<file path="src/sv/slm_pkg.sv">
// Shared types, constants and sine table for the slew-limited omni wheel mixer.
// Used by every module of the block; depends on nothing.
package slm_pkg;

  localparam int unsigned SPEED_W    = 16;
  localparam int unsigned ENC_W      = 13;
  localparam int unsigned STEP_W     = 15;
  localparam int unsigned GAIN_W     = 16;
  localparam int unsigned CFG_IDX_W  = 3;
  localparam int unsigned CFG_DATA_W = 16;
  localparam int unsigned PHASE_W    = 16;
  localparam int unsigned MUL_W      = 18;
  localparam int unsigned PROD_W     = 2 * MUL_W;
  localparam int unsigned ACC_W      = 52;
  localparam int unsigned WHEEL_SH   = 26;
  localparam int unsigned QUO_W      = 15;
  localparam int unsigned DVD_W      = 31;

  localparam logic [STEP_W-1:0]  RST_STEP_XY   = 15'd15;
  localparam logic [STEP_W-1:0]  RST_STEP_SPIN = 15'd80;
  localparam logic [GAIN_W-1:0]  RST_GAIN      = 16'd4096;
  localparam logic [STEP_W-1:0]  RST_LIMIT     = 15'd2500;

  typedef enum logic [CFG_IDX_W-1:0] {
    REG_STEP_X    = 3'd0,
    REG_STEP_Y    = 3'd1,
    REG_STEP_SPIN = 3'd2,
    REG_YAW_CTR   = 3'd3,
    REG_TURN_DIR  = 3'd4,
    REG_DIAG_GAIN = 3'd5,
    REG_SPIN_GAIN = 3'd6,
    REG_WHEEL_LIM = 3'd7
  } cfg_reg_e;

  // Operations of the shared multiplier, in the order the sequencer issues them.
  typedef enum logic [3:0] {
    MOP_SIN = 4'd0,
    MOP_COS = 4'd1,
    MOP_XSN = 4'd2,
    MOP_YSN = 4'd3,
    MOP_XCS = 4'd4,
    MOP_YCS = 4'd5,
    MOP_DXL = 4'd6,
    MOP_DXH = 4'd7,
    MOP_DYL = 4'd8,
    MOP_DYH = 4'd9,
    MOP_SPN = 4'd10,
    MOP_LIM = 4'd11
  } mop_e;

  localparam logic [3:0] MOP_LAST = 4'd10;

  typedef enum logic [3:0] {
    ST_IDLE,
    ST_RAMP,
    ST_MUL,
    ST_WHEEL,
    ST_MAX,
    ST_LMUL,
    ST_LSTART,
    ST_LDIV,
    ST_OUT
  } state_e;

  // Quarter-wave sine in Q14, 17 points.
  function automatic logic [14:0] sine_tab(input logic [4:0] idx);
    logic [14:0] v;
    unique case (idx)
      5'd0:  v = 15'd0;
      5'd1:  v = 15'd1606;
      5'd2:  v = 15'd3196;
      5'd3:  v = 15'd4756;
      5'd4:  v = 15'd6270;
      5'd5:  v = 15'd7723;
      5'd6:  v = 15'd9102;
      5'd7:  v = 15'd10394;
      5'd8:  v = 15'd11585;
      5'd9:  v = 15'd12665;
      5'd10: v = 15'd13623;
      5'd11: v = 15'd14449;
      5'd12: v = 15'd15137;
      5'd13: v = 15'd15679;
      5'd14: v = 15'd16069;
      5'd15: v = 15'd16305;
      5'd16: v = 15'd16384;
      default: v = 15'd0;
    endcase
    return v;
  endfunction

  // Position within the quarter wave: odd quadrants run backward.
  function automatic logic [14:0] quarter_x(input logic [1:0] q, input logic [13:0] w);
    return q[0] ? (15'd16384 - {1'b0, w}) : {1'b0, w};
  endfunction

  function automatic logic [14:0] quarter_base(input logic [14:0] x);
    return x[14] ? 15'd16384 : sine_tab({1'b0, x[13:10]});
  endfunction

  function automatic logic [10:0] quarter_diff(input logic [14:0] x);
    logic [14:0] d;
    d = sine_tab({1'b0, x[13:10]} + 5'd1) - sine_tab({1'b0, x[13:10]});
    return x[14] ? 11'd0 : d[10:0];
  endfunction

endpackage

</file>
<file path="src/sv/slm_if.sv">
// Valid/ready channel interfaces for the mixer's target and wheel beats.
// No dependencies.
interface slm_in_if;
  logic               valid;
  logic               ready;
  logic signed [15:0] target_x;
  logic signed [15:0] target_y;
  logic signed [15:0] target_spin;
  logic        [12:0] yaw_encoder;

  modport source (output valid, target_x, target_y, target_spin, yaw_encoder,
                  input ready);
  modport sink (input valid, target_x, target_y, target_spin, yaw_encoder,
                output ready);
endinterface

interface slm_out_if;
  logic               valid;
  logic               ready;
  logic signed [15:0] wheel_0;
  logic signed [15:0] wheel_1;
  logic signed [15:0] wheel_2;
  logic signed [15:0] wheel_3;
  logic               was_scaled;

  modport source (output valid, wheel_0, wheel_1, wheel_2, wheel_3, was_scaled,
                  input ready);
  modport sink (input valid, wheel_0, wheel_1, wheel_2, wheel_3, was_scaled,
                output ready);
endinterface

</file>
<file path="src/sv/slm_mul.sv">
// Shared 18x18 signed multiplier with a registered product and operation tag.
// Depends on slm_pkg.
module slm_mul (
  input  logic                                  clk_i,
  input  logic                                  rst_ni,
  input  logic                                  en_i,
  input  slm_pkg::mop_e                         tag_i,
  input  logic signed [slm_pkg::MUL_W-1:0]      a_i,
  input  logic signed [slm_pkg::MUL_W-1:0]      b_i,
  output logic                                  vld_o,
  output slm_pkg::mop_e                         tag_o,
  output logic signed [slm_pkg::PROD_W-1:0]     prod_o
);
  import slm_pkg::*;

  logic                     vld_q;
  mop_e                     tag_q;
  logic signed [PROD_W-1:0] prod_q;

  always_ff @(posedge clk_i or negedge rst_ni) begin
    if (!rst_ni) begin
      vld_q <= 1'b0;
    end else begin
      vld_q <= en_i;
    end
  end

  always_ff @(posedge clk_i) begin
    if (en_i) begin
      tag_q  <= tag_i;
      prod_q <= a_i * b_i;
    end
  end

  assign vld_o  = vld_q;
  assign tag_o  = tag_q;
  assign prod_o = prod_q;

endmodule

</file>
<file path="src/sv/slm_div.sv">
// Restoring divider, one quotient bit per cycle, for the wheel limit scaling.
// The dividend must be below divisor * 2^15. Depends on slm_pkg.
module slm_div (
  input  logic                          clk_i,
  input  logic                          rst_ni,
  input  logic                          start_i,
  input  logic [slm_pkg::DVD_W-1:0]     dividend_i,
  input  logic [slm_pkg::SPEED_W-1:0]   divisor_i,
  output logic                          done_o,
  output logic [slm_pkg::QUO_W-1:0]     quot_o
);
  import slm_pkg::*;

  logic                busy_q;
  logic                done_q;
  logic [3:0]          cnt_q;
  logic [SPEED_W-1:0]  rem_q;
  logic [SPEED_W-1:0]  dsr_q;
  logic [QUO_W-1:0]    low_q;
  logic [QUO_W-1:0]    quo_q;
  logic [SPEED_W:0]    trial;
  logic                fits;

  assign trial = {rem_q, low_q[QUO_W-1]};
  assign fits  = trial >= {1'b0, dsr_q};

  always_ff @(posedge clk_i or negedge rst_ni) begin
    if (!rst_ni) begin
      busy_q <= 1'b0;
      done_q <= 1'b0;
      cnt_q  <= '0;
    end else begin
      done_q <= 1'b0;
      if (start_i) begin
        busy_q <= 1'b1;
        cnt_q  <= '0;
      end else if (busy_q) begin
        cnt_q <= cnt_q + 4'd1;
        if (cnt_q == 4'(QUO_W - 1)) begin
          busy_q <= 1'b0;
          done_q <= 1'b1;
        end
      end
    end
  end

  always_ff @(posedge clk_i) begin
    if (start_i) begin
      rem_q <= dividend_i[DVD_W-1:QUO_W];
      low_q <= dividend_i[QUO_W-1:0];
      dsr_q <= divisor_i;
    end else if (busy_q) begin
      rem_q <= fits ? SPEED_W'(trial - {1'b0, dsr_q}) : trial[SPEED_W-1:0];
      low_q <= {low_q[QUO_W-2:0], 1'b0};
      quo_q <= {quo_q[QUO_W-2:0], fits};
    end
  end

  assign done_o = done_q;
  assign quot_o = quo_q;

endmodule

</file>
<file path="src/sv/slew_limited_omni_wheel_mixer.sv">
// Slew-limited omni wheel mixer: one target beat in, one beat of four wheel
// speeds out. Target beats arrive on in_if (x, y, spin and the yaw encoder
// count); wheel beats leave on out_if. Both are valid/ready channels.
// Configuration is a plain write port (cfg_we_i, cfg_idx_i, cfg_data_i) and
// must only be written while the block is idle.
// One beat at a time: in_if.ready is high only while idle. A beat is ramped,
// rotated and mixed by a sequencer around one shared 18x18 multiplier. When a
// wheel exceeds the limit, each wheel takes one more multiply and a restoring
// division.
// The result waits in the output register while out_if.ready is low; no new
// beat is taken until it has been delivered.
// Reset clears the ramped velocities and restores the register defaults.
// Depends on slm_pkg, slm_if, slm_mul and slm_div.
module slew_limited_omni_wheel_mixer (
  input  logic                              clk_i,
  input  logic                              rst_ni,
  slm_in_if.sink                            in_if,
  slm_out_if.source                         out_if,
  input  logic                              cfg_we_i,
  input  logic [slm_pkg::CFG_IDX_W-1:0]     cfg_idx_i,
  input  logic [slm_pkg::CFG_DATA_W-1:0]    cfg_data_i
);
  import slm_pkg::*;

  // Configuration registers.
  logic [STEP_W-1:0]  step_x_q, step_y_q, step_s_q, limit_q;
  logic [ENC_W-1:0]   yaw_ctr_q;
  logic               turn_q;
  logic [GAIN_W-1:0]  dgain_q, sgain_q;

  state_e state_q, state_d;
  logic [3:0] cnt_q, cnt_d;

  logic signed [SPEED_W-1:0] tx_q, ty_q, ts_q;
  logic [ENC_W-1:0]          enc_q;
  logic signed [SPEED_W-1:0] rx_q, ry_q, rs_q;
  logic [PHASE_W-1:0]        phase_q;
  logic signed [15:0]        sn_q, cs_q;
  logic signed [31:0]        xc_q, yc_q;
  logic signed [ACC_W-1:0]   a_q, b_q, s_q;
  logic signed [SPEED_W-1:0] w_q [4];
  logic [SPEED_W-1:0]        m_q;
  logic                      scaled_q;
  logic                      psign_q;

  logic                      mul_en;
  mop_e                      mul_tag;
  logic signed [MUL_W-1:0]   mul_a, mul_b;
  logic                      pv;
  mop_e                      ptag;
  logic signed [PROD_W-1:0]  prod;

  logic                      div_start, div_done;
  logic [QUO_W-1:0]          quot;
  logic [DVD_W-1:0]          prod_mag;

  logic                      over;
  logic [1:0]                widx;

  assign widx = cnt_q[1:0];
  assign over = m_q > {1'b0, limit_q};

  // ---------------- configuration ----------------
  always_ff @(posedge clk_i or negedge rst_ni) begin
    if (!rst_ni) begin
      step_x_q  <= RST_STEP_XY;
      step_y_q  <= RST_STEP_XY;
      step_s_q  <= RST_STEP_SPIN;
      yaw_ctr_q <= '0;
      turn_q    <= 1'b0;
      dgain_q   <= RST_GAIN;
      sgain_q   <= RST_GAIN;
      limit_q   <= RST_LIMIT;
    end else if (cfg_we_i) begin
      unique case (cfg_reg_e'(cfg_idx_i))
        REG_STEP_X:    step_x_q  <= cfg_data_i[STEP_W-1:0];
        REG_STEP_Y:    step_y_q  <= cfg_data_i[STEP_W-1:0];
        REG_STEP_SPIN: step_s_q  <= cfg_data_i[STEP_W-1:0];
        REG_YAW_CTR:   yaw_ctr_q <= cfg_data_i[ENC_W-1:0];
        REG_TURN_DIR:  turn_q    <= cfg_data_i[0];
        REG_DIAG_GAIN: dgain_q   <= cfg_data_i[GAIN_W-1:0];
        REG_SPIN_GAIN: sgain_q   <= cfg_data_i[GAIN_W-1:0];
        REG_WHEEL_LIM: limit_q   <= cfg_data_i[STEP_W-1:0];
      endcase
    end
  end

  // ---------------- sequencer ----------------
  always_ff @(posedge clk_i or negedge rst_ni) begin
    if (!rst_ni) begin
      state_q <= ST_IDLE;
      cnt_q   <= '0;
    end else begin
      state_q <= state_d;
      cnt_q   <= cnt_d;
    end
  end

  always_comb begin
    state_d = state_q;
    cnt_d   = cnt_q;
    unique case (state_q)
      ST_IDLE: begin
        if (in_if.valid) state_d = ST_RAMP;
      end
      ST_RAMP: begin
        state_d = ST_MUL;
        cnt_d   = '0;
      end
      ST_MUL: begin
        // The count runs past MOP_LAST with no multiply issued, so the last product lands in its accumulator.
        cnt_d = cnt_q + 4'd1;
        if (cnt_q == MOP_LAST + 4'd1) begin
          state_d = ST_WHEEL;
          cnt_d   = '0;
        end
      end
      ST_WHEEL: begin
        cnt_d = cnt_q + 4'd1;
        if (cnt_q == 4'd3) begin
          state_d = ST_MAX;
          cnt_d   = '0;
        end
      end
      ST_MAX: begin
        cnt_d = cnt_q + 4'd1;
        if (cnt_q == 4'd3) begin
          state_d = ST_LMUL;
          cnt_d   = '0;
        end
      end
      ST_LMUL: begin
        state_d = over ? ST_LSTART : ST_OUT;
      end
      ST_LSTART: begin
        state_d = ST_LDIV;
      end
      ST_LDIV: begin
        if (div_done) begin
          if (cnt_q == 4'd3) begin
            state_d = ST_OUT;
          end else begin
            state_d = ST_LMUL;
            cnt_d   = cnt_q + 4'd1;
          end
        end
      end
      ST_OUT: begin
        if (out_if.ready) state_d = ST_IDLE;
      end
      default: state_d = ST_IDLE;
    endcase
  end

  always_comb begin
    in_if.ready  = state_q == ST_IDLE;
    out_if.valid = state_q == ST_OUT;
    mul_en       = 1'b0;
    mul_tag      = MOP_LIM;
    div_start    = state_q == ST_LSTART;
    if (state_q == ST_MUL && cnt_q <= MOP_LAST) begin
      mul_en  = 1'b1;
      mul_tag = mop_e'(cnt_q);
    end else if (state_q == ST_LMUL && over) begin
      mul_en  = 1'b1;
      mul_tag = MOP_LIM;
    end
  end

  // ---------------- shared multiplier operands ----------------
  logic [1:0]  q_sin, q_cos;
  logic [14:0] x_sin, x_cos;

  assign q_sin = phase_q[15:14];
  assign q_cos = phase_q[15:14] + 2'd1;
  assign x_sin = quarter_x(q_sin, phase_q[13:0]);
  assign x_cos = quarter_x(q_cos, phase_q[13:0]);

  always_comb begin
    mul_a = '0;
    mul_b = '0;
    unique case (mul_tag)
      MOP_SIN: begin
        mul_a = MUL_W'(quarter_diff(x_sin));
        mul_b = MUL_W'(x_sin[9:0]);
      end
      MOP_COS: begin
        mul_a = MUL_W'(quarter_diff(x_cos));
        mul_b = MUL_W'(x_cos[9:0]);
      end
      MOP_XSN: begin mul_a = MUL_W'(rx_q); mul_b = MUL_W'(sn_q); end
      MOP_YSN: begin mul_a = MUL_W'(ry_q); mul_b = MUL_W'(sn_q); end
      MOP_XCS: begin mul_a = MUL_W'(rx_q); mul_b = MUL_W'(cs_q); end
      MOP_YCS: begin mul_a = MUL_W'(ry_q); mul_b = MUL_W'(cs_q); end
      MOP_DXL: begin
        mul_a = MUL_W'({1'b0, dgain_q});
        mul_b = MUL_W'({1'b0, xc_q[15:0]});
      end
      MOP_DXH: begin
        mul_a = MUL_W'({1'b0, dgain_q});
        mul_b = MUL_W'($signed(xc_q[31:16]));
      end
      MOP_DYL: begin
        mul_a = MUL_W'({1'b0, dgain_q});
        mul_b = MUL_W'({1'b0, yc_q[15:0]});
      end
      MOP_DYH: begin
        mul_a = MUL_W'({1'b0, dgain_q});
        mul_b = MUL_W'($signed(yc_q[31:16]));
      end
      MOP_SPN: begin mul_a = MUL_W'({1'b0, sgain_q}); mul_b = MUL_W'(rs_q); end
      MOP_LIM: begin mul_a = MUL_W'(w_q[widx]); mul_b = MUL_W'({1'b0, limit_q}); end
      default: begin mul_a = '0; mul_b = '0; end
    endcase
  end

  slm_mul u_mul (
    .clk_i  (clk_i),
    .rst_ni (rst_ni),
    .en_i   (mul_en),
    .tag_i  (mul_tag),
    .a_i    (mul_a),
    .b_i    (mul_b),
    .vld_o  (pv),
    .tag_o  (ptag),
    .prod_o (prod)
  );

  assign prod_mag = prod[PROD_W-1] ? DVD_W'(-prod) : DVD_W'(prod);

  slm_div u_div (
    .clk_i      (clk_i),
    .rst_ni     (rst_ni),
    .start_i    (div_start),
    .dividend_i (prod_mag),
    .divisor_i  (m_q),
    .done_o     (div_done),
    .quot_o     (quot)
  );

  // ---------------- ramp and angle ----------------
  function automatic logic signed [SPEED_W-1:0] ramp_to(
    input logic signed [SPEED_W-1:0] tgt,
    input logic signed [SPEED_W-1:0] cur,
    input logic [STEP_W-1:0]         step
  );
    logic signed [SPEED_W:0] err, lim;
    err = {tgt[SPEED_W-1], tgt} - {cur[SPEED_W-1], cur};
    lim = {2'b00, step};
    if (err > lim) err = lim;
    else if (err < -lim) err = -lim;
    return SPEED_W'({cur[SPEED_W-1], cur} + err);
  endfunction

  logic [ENC_W-1:0] ang;
  assign ang = turn_q ? (yaw_ctr_q - enc_q) : (enc_q - yaw_ctr_q);

  always_ff @(posedge clk_i or negedge rst_ni) begin
    if (!rst_ni) begin
      rx_q <= '0;
      ry_q <= '0;
      rs_q <= '0;
    end else if (state_q == ST_RAMP) begin
      rx_q <= ramp_to(tx_q, rx_q, step_x_q);
      ry_q <= ramp_to(ty_q, ry_q, step_y_q);
      rs_q <= ramp_to(ts_q, rs_q, step_s_q);
    end
  end

  // ---------------- accumulators and wheels ----------------
  logic [14:0]               mag_sin, mag_cos;
  logic signed [ACC_W-1:0]   pw, pw16;
  logic signed [ACC_W-1:0]   wsel, wsum;
  logic signed [ACC_W-WHEEL_SH-1:0] wq;
  logic signed [SPEED_W-1:0] wsat;
  logic [SPEED_W-1:0]        wabs;

  assign mag_sin = quarter_base(x_sin) + 15'(prod[20:10]);
  assign mag_cos = quarter_base(x_cos) + 15'(prod[20:10]);
  assign pw      = ACC_W'(prod);
  assign pw16    = pw <<< 16;

  assign wsel = cnt_q[0] ? b_q : a_q;
  assign wsum = cnt_q[1] ? (s_q + wsel) : (s_q - wsel);

  always_comb begin
    // Truncate toward zero, then saturate to the speed range.
    wq = (ACC_W - WHEEL_SH)'(wsum >>> WHEEL_SH);
    if (wsum[ACC_W-1] && (wsum[WHEEL_SH-1:0] != '0)) wq = wq + 1'b1;
    if (wq > (ACC_W - WHEEL_SH)'(32767)) wsat = 16'sh7fff;
    else if (wq < -(ACC_W - WHEEL_SH)'(32768)) wsat = 16'sh8000;
    else wsat = wq[SPEED_W-1:0];
  end

  assign wabs = w_q[widx][SPEED_W-1] ? SPEED_W'(-w_q[widx]) : w_q[widx];

  always_ff @(posedge clk_i) begin
    if (state_q == ST_IDLE && in_if.valid) begin
      tx_q  <= in_if.target_x;
      ty_q  <= in_if.target_y;
      ts_q  <= in_if.target_spin;
      enc_q <= in_if.yaw_encoder;
    end
    if (state_q == ST_RAMP) phase_q <= {ang, 3'b000};
    if (pv) begin
      unique case (ptag)
        MOP_SIN: sn_q <= q_sin[1] ? -$signed({1'b0, mag_sin}) : $signed({1'b0, mag_sin});
        MOP_COS: cs_q <= q_cos[1] ? -$signed({1'b0, mag_cos}) : $signed({1'b0, mag_cos});
        MOP_XSN: yc_q <= prod[31:0];
        MOP_YSN: xc_q <= -prod[31:0];
        MOP_XCS: xc_q <= xc_q + prod[31:0];
        MOP_YCS: yc_q <= yc_q + prod[31:0];
        MOP_DXL: begin a_q <= pw;          b_q <= pw;          end
        MOP_DXH: begin a_q <= a_q + pw16;  b_q <= b_q + pw16;  end
        MOP_DYL: begin a_q <= a_q + pw;    b_q <= b_q - pw;    end
        MOP_DYH: begin a_q <= a_q + pw16;  b_q <= b_q - pw16;  end
        MOP_SPN: s_q <= pw <<< 14;
        MOP_LIM: ;
        default: ;
      endcase
    end
    if (state_q == ST_MUL && cnt_q == MOP_LAST + 4'd1) m_q <= '0;
    if (state_q == ST_WHEEL) w_q[widx] <= wsat;
    if (state_q == ST_MAX && wabs > m_q) m_q <= wabs;
    if (state_q == ST_LMUL && cnt_q == 4'd0) scaled_q <= over;
    if (state_q == ST_LSTART) psign_q <= prod[PROD_W-1];
    if (state_q == ST_LDIV && div_done) begin
      w_q[widx] <= psign_q ? -$signed({1'b0, quot}) : $signed({1'b0, quot});
    end
  end

  assign out_if.wheel_0    = w_q[0];
  assign out_if.wheel_1    = w_q[1];
  assign out_if.wheel_2    = w_q[2];
  assign out_if.wheel_3    = w_q[3];
  assign out_if.was_scaled = scaled_q;

  // ---------------- assertions ----------------
  a_no_take_while_holding: assert property (@(posedge clk_i) disable iff (!rst_ni)
    out_if.valid |-> !in_if.ready)
    else $error("input taken while a result is pending");

  a_accept_starts_ramp: assert property (@(posedge clk_i) disable iff (!rst_ni)
    (in_if.valid && in_if.ready) |=> (state_q == ST_RAMP))
    else $error("accepted beat did not start the sequence");

  a_unscaled_in_limit: assert property (@(posedge clk_i) disable iff (!rst_ni)
    (out_if.valid && !out_if.was_scaled) |-> (m_q <= {1'b0, limit_q}))
    else $error("unscaled result exceeds wheel limit");

  a_div_only_when_scaling: assert property (@(posedge clk_i) disable iff (!rst_ni)
    div_start |-> over)
    else $error("division started without limit overrun");

endmodule
</file>
<file path="src/flat_wrapper.sv">
// flat-port wrapper written by rule: the top's interface ports become plain ports
module slew_limited_omni_wheel_mixer_flat import slm_pkg::*;
  (clk_i, rst_ni, cfg_we_i, cfg_idx_i, cfg_data_i, in_if_valid, in_if_target_x, in_if_target_y, in_if_target_spin, in_if_yaw_encoder, in_if_ready, out_if_valid, out_if_wheel_0, out_if_wheel_1, out_if_wheel_2, out_if_wheel_3, out_if_was_scaled, out_if_ready);
  slm_in_if in_if_i ();
  slm_out_if out_if_i ();
  input  logic clk_i;
  input  logic rst_ni;
  input  logic cfg_we_i;
  input  logic [slm_pkg::CFG_IDX_W-1:0] cfg_idx_i;
  input  logic [slm_pkg::CFG_DATA_W-1:0] cfg_data_i;
  input wire logic [$bits(in_if_i.valid)-1:0] in_if_valid;
  input wire logic [$bits(in_if_i.target_x)-1:0] in_if_target_x;
  input wire logic [$bits(in_if_i.target_y)-1:0] in_if_target_y;
  input wire logic [$bits(in_if_i.target_spin)-1:0] in_if_target_spin;
  input wire logic [$bits(in_if_i.yaw_encoder)-1:0] in_if_yaw_encoder;
  output wire logic [$bits(in_if_i.ready)-1:0] in_if_ready;
  output wire logic [$bits(out_if_i.valid)-1:0] out_if_valid;
  output wire logic [$bits(out_if_i.wheel_0)-1:0] out_if_wheel_0;
  output wire logic [$bits(out_if_i.wheel_1)-1:0] out_if_wheel_1;
  output wire logic [$bits(out_if_i.wheel_2)-1:0] out_if_wheel_2;
  output wire logic [$bits(out_if_i.wheel_3)-1:0] out_if_wheel_3;
  output wire logic [$bits(out_if_i.was_scaled)-1:0] out_if_was_scaled;
  input wire logic [$bits(out_if_i.ready)-1:0] out_if_ready;
  assign in_if_i.valid = in_if_valid;
  assign in_if_i.target_x = in_if_target_x;
  assign in_if_i.target_y = in_if_target_y;
  assign in_if_i.target_spin = in_if_target_spin;
  assign in_if_i.yaw_encoder = in_if_yaw_encoder;
  assign in_if_ready = in_if_i.ready;
  assign out_if_valid = out_if_i.valid;
  assign out_if_wheel_0 = out_if_i.wheel_0;
  assign out_if_wheel_1 = out_if_i.wheel_1;
  assign out_if_wheel_2 = out_if_i.wheel_2;
  assign out_if_wheel_3 = out_if_i.wheel_3;
  assign out_if_was_scaled = out_if_i.was_scaled;
  assign out_if_i.ready = out_if_ready;
  slew_limited_omni_wheel_mixer u_core (.clk_i(clk_i), .rst_ni(rst_ni), .in_if(in_if_i), .out_if(out_if_i), .cfg_we_i(cfg_we_i), .cfg_idx_i(cfg_idx_i), .cfg_data_i(cfg_data_i));
endmodule
</file>
<file path="config.mk">
export PLATFORM = sky130hd
export DESIGN_NAME = slew_limited_omni_wheel_mixer_flat
export DESIGN_NICKNAME = d
export VERILOG_FILES = /design/src/sv/slm_pkg.sv /design/src/sv/slm_if.sv /design/src/sv/slm_mul.sv /design/src/sv/slm_div.sv /design/src/sv/slew_limited_omni_wheel_mixer.sv /design/src/flat_wrapper.sv
export SDC_FILE = /design/constraint.sdc
export NUM_CORES = 2
export LEC_CHECK = 0
export ABC_AREA = 1
export BUFFER_PORTS_ARGS = -buffer_cell sky130_fd_sc_hd__buf_2
export CORE_ASPECT_RATIO = 1.5
export CORE_UTILIZATION = 47
export DETAILED_ROUTE_END_ITERATION = 16
export GPL_TIMING_DRIVEN = 0
export MAX_ROUTING_LAYER = met4
export PLACE_DENSITY_LB_ADDON = 0.25
export REMOVE_ABC_BUFFERS = 1
export SLEW_MARGIN = 25
export SYNTH_ARGS = -nofsm -noshare
export SYNTH_HDL_FRONTEND = slang
export SYNTH_SLANG_ARGS = --single-unit
</file>
<file path="constraint.sdc">
create_clock -name clk_i -period 10.2 [get_ports clk_i]
set_input_delay 0.51 -clock clk_i [delete_from_list [all_inputs] [get_ports clk_i]]
set_output_delay 0.51 -clock clk_i [all_outputs]
set_load 0.02 [all_outputs]
</file>
==> results.yml <==
detailed_routing:
  finalWirelength_mm: 302
  drt_pass1_iterations: 12
  wire_per_inst_microns: 23.7
  drt_iter0_drc: 5530
  drc_errors: 0
  antenna_left: 0
  via_per_inst: 5.70
  vias: 72500
yosys:
  syn_avg_cell_area_sq_um: 7.26
  yosysTopAreaCellShare_pct: 19.9
  yosys-top-cells-area: "edfxtp_1 20%, ha_1 12%, nand2_1 12%, fa_1 9.1%, inv_1 8.8%"
  synth-seq-cells: 663
  yosys-top-cells-count: "2398 x nand2_1, 1757 x inv_1, 865 x nor2_1"
  ys_seq_area_share_pct: 25.6
  synthArstFlopShare_pct: 25.5
  synth_cell_types: 80
  yosysMostFrequentCell: "nand2_1"
  synth_area_sq_um: 74700
  synth_flop_cell: "edfxtp_1"
  synth_edf_count: 494
  yosys.area.top_type: "edfxtp_1"
  yosys_warnings: 0
  syn_inst: 10300
hold_path:
  min_path_type: "input port to flip-flop"
  hp-start: "cfg_data_i[15]"
  hold-path-endpoint: "u_core.dgain_q[15]$_DFFE_PN0P_"
  min_path_cells: 3
critical_path:
  crit_fanout: 65
  r2r_start: "u_core.cnt_q[0]$_DFFE_PN0P_"
  rrSetupSlack_ns: -0.44
  cp-end-kind: "flip-flop"
  startpoint: "u_core.cnt_q[0]$_DFFE_PN0P_"
  r2r_cells: 43
  required_ns: 10.70
  cp.arrival_ns: 11.13
  slowest_delay_ns: 0.59
  cp_slowest_cell: "dfrtp_4"
  path_class: "flip-flop to flip-flop"
  start_kind: "flip-flop"
  r2r-end: "u_core.u_mul.prod_o[32]$_DFFE_PP_"
cts:
  insertion_delay_ns: 0.77
  clk_pin_slew_ns: 0.07
  cts.sinks: 663
  numCtsBuffers: 77
  ctsHtreeMaxLevel: 3
  clock_path_buffers: 3
  clockRootBuffer: "clkbuf_16"
  cts_tree: "done"
placement:
  place.gp.congestion: 1.09
  dp.cells: 12300
  portBuffers: 151
  dp_hpwl_mm: 240
  place_area_sq_um: 78400
floorplan:
  design.core.area_sq_um: 157000
  die_area_sq_um: 160000
  fp.dieW_microns: 327
  die_height_microns: 490
  rows: 178
  start_util_pct: 47.5
  num_io_pins: 152
timing:
  layout_setup_ws_ns: -0.437
  clock_skew_ns: 0.0636
  fin_crit_ns: 10.64
  rsz0062_at_grt: "yes"
  setup-violations-final: 14
  fin_crit_sh_pct: 104
  fin_hold_ws_ns: 0.0597
  max_clock_freq_mhz: 94.0
  worstMarginPinSlew_ns: 1.23
  finalHoldViolCount: 0
  drv_slew: 0
  relSlewSlack_pct: 17.6
run:
  drv_cap: 0
finish:
  area_growth_pct: 13.6
  drive_gt1_share_pct: 10.1
  layout.nets: 11700
  design_area_sq_um: 84800
  n_fill_cell: 15200
  stdcell_count: 12700
run_status:
  violations: "negative setup slack"
  status: "finished with violations"
global_route:
  grt_pass1_vias: 72600
  overflow: 0
  grt_first_pass_wirelength_mm: 439
  grt_antenna_before_repair: 7
  grt_max_degree: 87
  track_usage_pct: 38.0
pwr:
  power.density_nw_per_um2: 301
  total_leakage_power_uw: 0.0410
  irDropWorstVdd_mv: 0.651
==> registers in the layout (all words and copies together), names as in the netlist, 16 cells and up <==
signal / cells
u_core.m_q: 16
u_core.b_q: 52
u_core.ry_q: 16
u_core.cs_q: 16
u_core.sgain_q: 16
u_core.u_div.dsr_q: 16
u_core.u_div.rem_q: 16
u_core.a_q: 52
u_core.yc_q: 32
u_core.sn_q: 16
u_core.ts_q: 16
u_core.tx_q: 16
u_core.u_mul.prod_o: 36
u_core.ty_q: 16
u_core.rs_q: 16
u_core.xc_q: 32
u_core.w_q: 64
u_core.rx_q: 16
u_core.s_q: 36
u_core.dgain_q: 16
==> metrics by stage <==
| step | TNS (ns) | utilization, % | setup WS, ns | power, uW |
|---|---|---|---|---|
| 6_report | -3.55 | 53.9 | -0.437 | 25500 |
| 3_5_place_dp | -92.69 | 49.9 | -4.82 | 18000 |
| 2_1_floorplan | -27.07 | - | -2.10 | 14400 |
| 3_3_place_gp | -595.21 | 49.0 | -11.32 | 17500 |
| 5_1_grt | -8.06 | 53.9 | -0.729 | 27600 |
| 4_1_cts | -5.67 | 53.2 | -0.546 | 23000 |
==> how the worst max path moves through the flow <==
stage and to:
2_1_floorplan u_core.u_mul.prod_o[34]$_DFFE_PP_, 3_3_place_gp u_core.u_mul.prod_o[32]$_DFFE_PP_, 3_5_place_dp u_core.u_mul.prod_o[32]$_DFFE_PP_, 4_1_cts u_core.u_mul.prod_o[32]$_DFFE_PP_, 5_1_grt u_core.u_mul.prod_o[32]$_DFFE_PP_, 6_report u_core.u_mul.prod_o[32]$_DFFE_PP_
==> cells by family after synthesis <==
family | after synthesis | synth area share, %
xor+xnor | 368 | 4.32
simple gates | 4143 | 23.0
compound gates | 2008 | 15.4
mux | 2 | 0.0268
buf+inv | 2028 | 10.3
flops | 663 | 25.6
fa+ha+maj | 1070 | 21.3
==> repair_timing <==
item                                   in CTS  in global routing
resized for setup                         221                163
cloned                                      3                  0
hold buffers                               63                  0
pin swaps                                  83                136
setup buffers                             120                 58
setup endpoints to repair                  30                 23
endpoints found under the hold margin     134                  0
==> worst max-delay path: cells and delay by family, from the launching register on <==
kind,cells,cell delay (ns)
buf+inv,16,2.57
flops,1,0.59
compound gates,13,2.68
fa+ha+maj,8,3.65
simple gates,5,0.60
xor+xnor,1,0.17
==> metal layers <==
metal / GRT usage [%] / wire length (microns) / up-vias
met5: - / 0 / -
met4: 36.2 / 35600 / 0
met3: 5.85 / 18200 / 1167
met2: 66.8 / 152000 / 2775
met1: 34.7 / 96100 / 34400
li1: - / - / 34200
==> placed cells by master, fill, tap and decap left out, types with 47 or more instances in the layout <==
cell	synthesis	final
nand3_1	431	424
a21oi_1	713	683
nand2_1	2398	2361
nand2_2	28	47
fa_1	339	332
buf_2	21	155
dfrtp_1	152	150
o21ai_0	727	701
xor2_1	255	250
nor2_1	865	826
xnor2_1	113	108
o211ai_1	90	90
ha_1	731	708
nor3_1	127	110
or2_2	121	119
buf_4	4	164
edfxtp_1	494	494
inv_1	1757	1703
nand4_1	63	63
clkbuf_16	0	82
a31oi_1	66	61
dlygate4sd3_1	0	63
o22ai_1	61	55
==> power breakdown <==
group / switching (uW) / internal (uW)
logic: 10500 / 7940
registers: 193 / 3730
clock network: 1370 / 1760
total: 12100 / 13400
==> cell type report <==
class                           instances  area [sq um]  share of cell area, %
Antenna cell                            8          20.0                 0.0236
Clock buffer                           93          2100                   2.48
Clock inverter                         49           674                  0.795
Inverter                             1782          6780                   8.00
Multi-Input combinational cell       7593         49600                   58.4
Sequential cell                       663         19100                   22.5
Tap cell                             2070          2590                   3.05
Timing Repair Buffer                  463          3990                   4.70
Timing Repair inverter                  1          5.00                0.00590
Note: power is estimated with default switching activity, not from simulation.
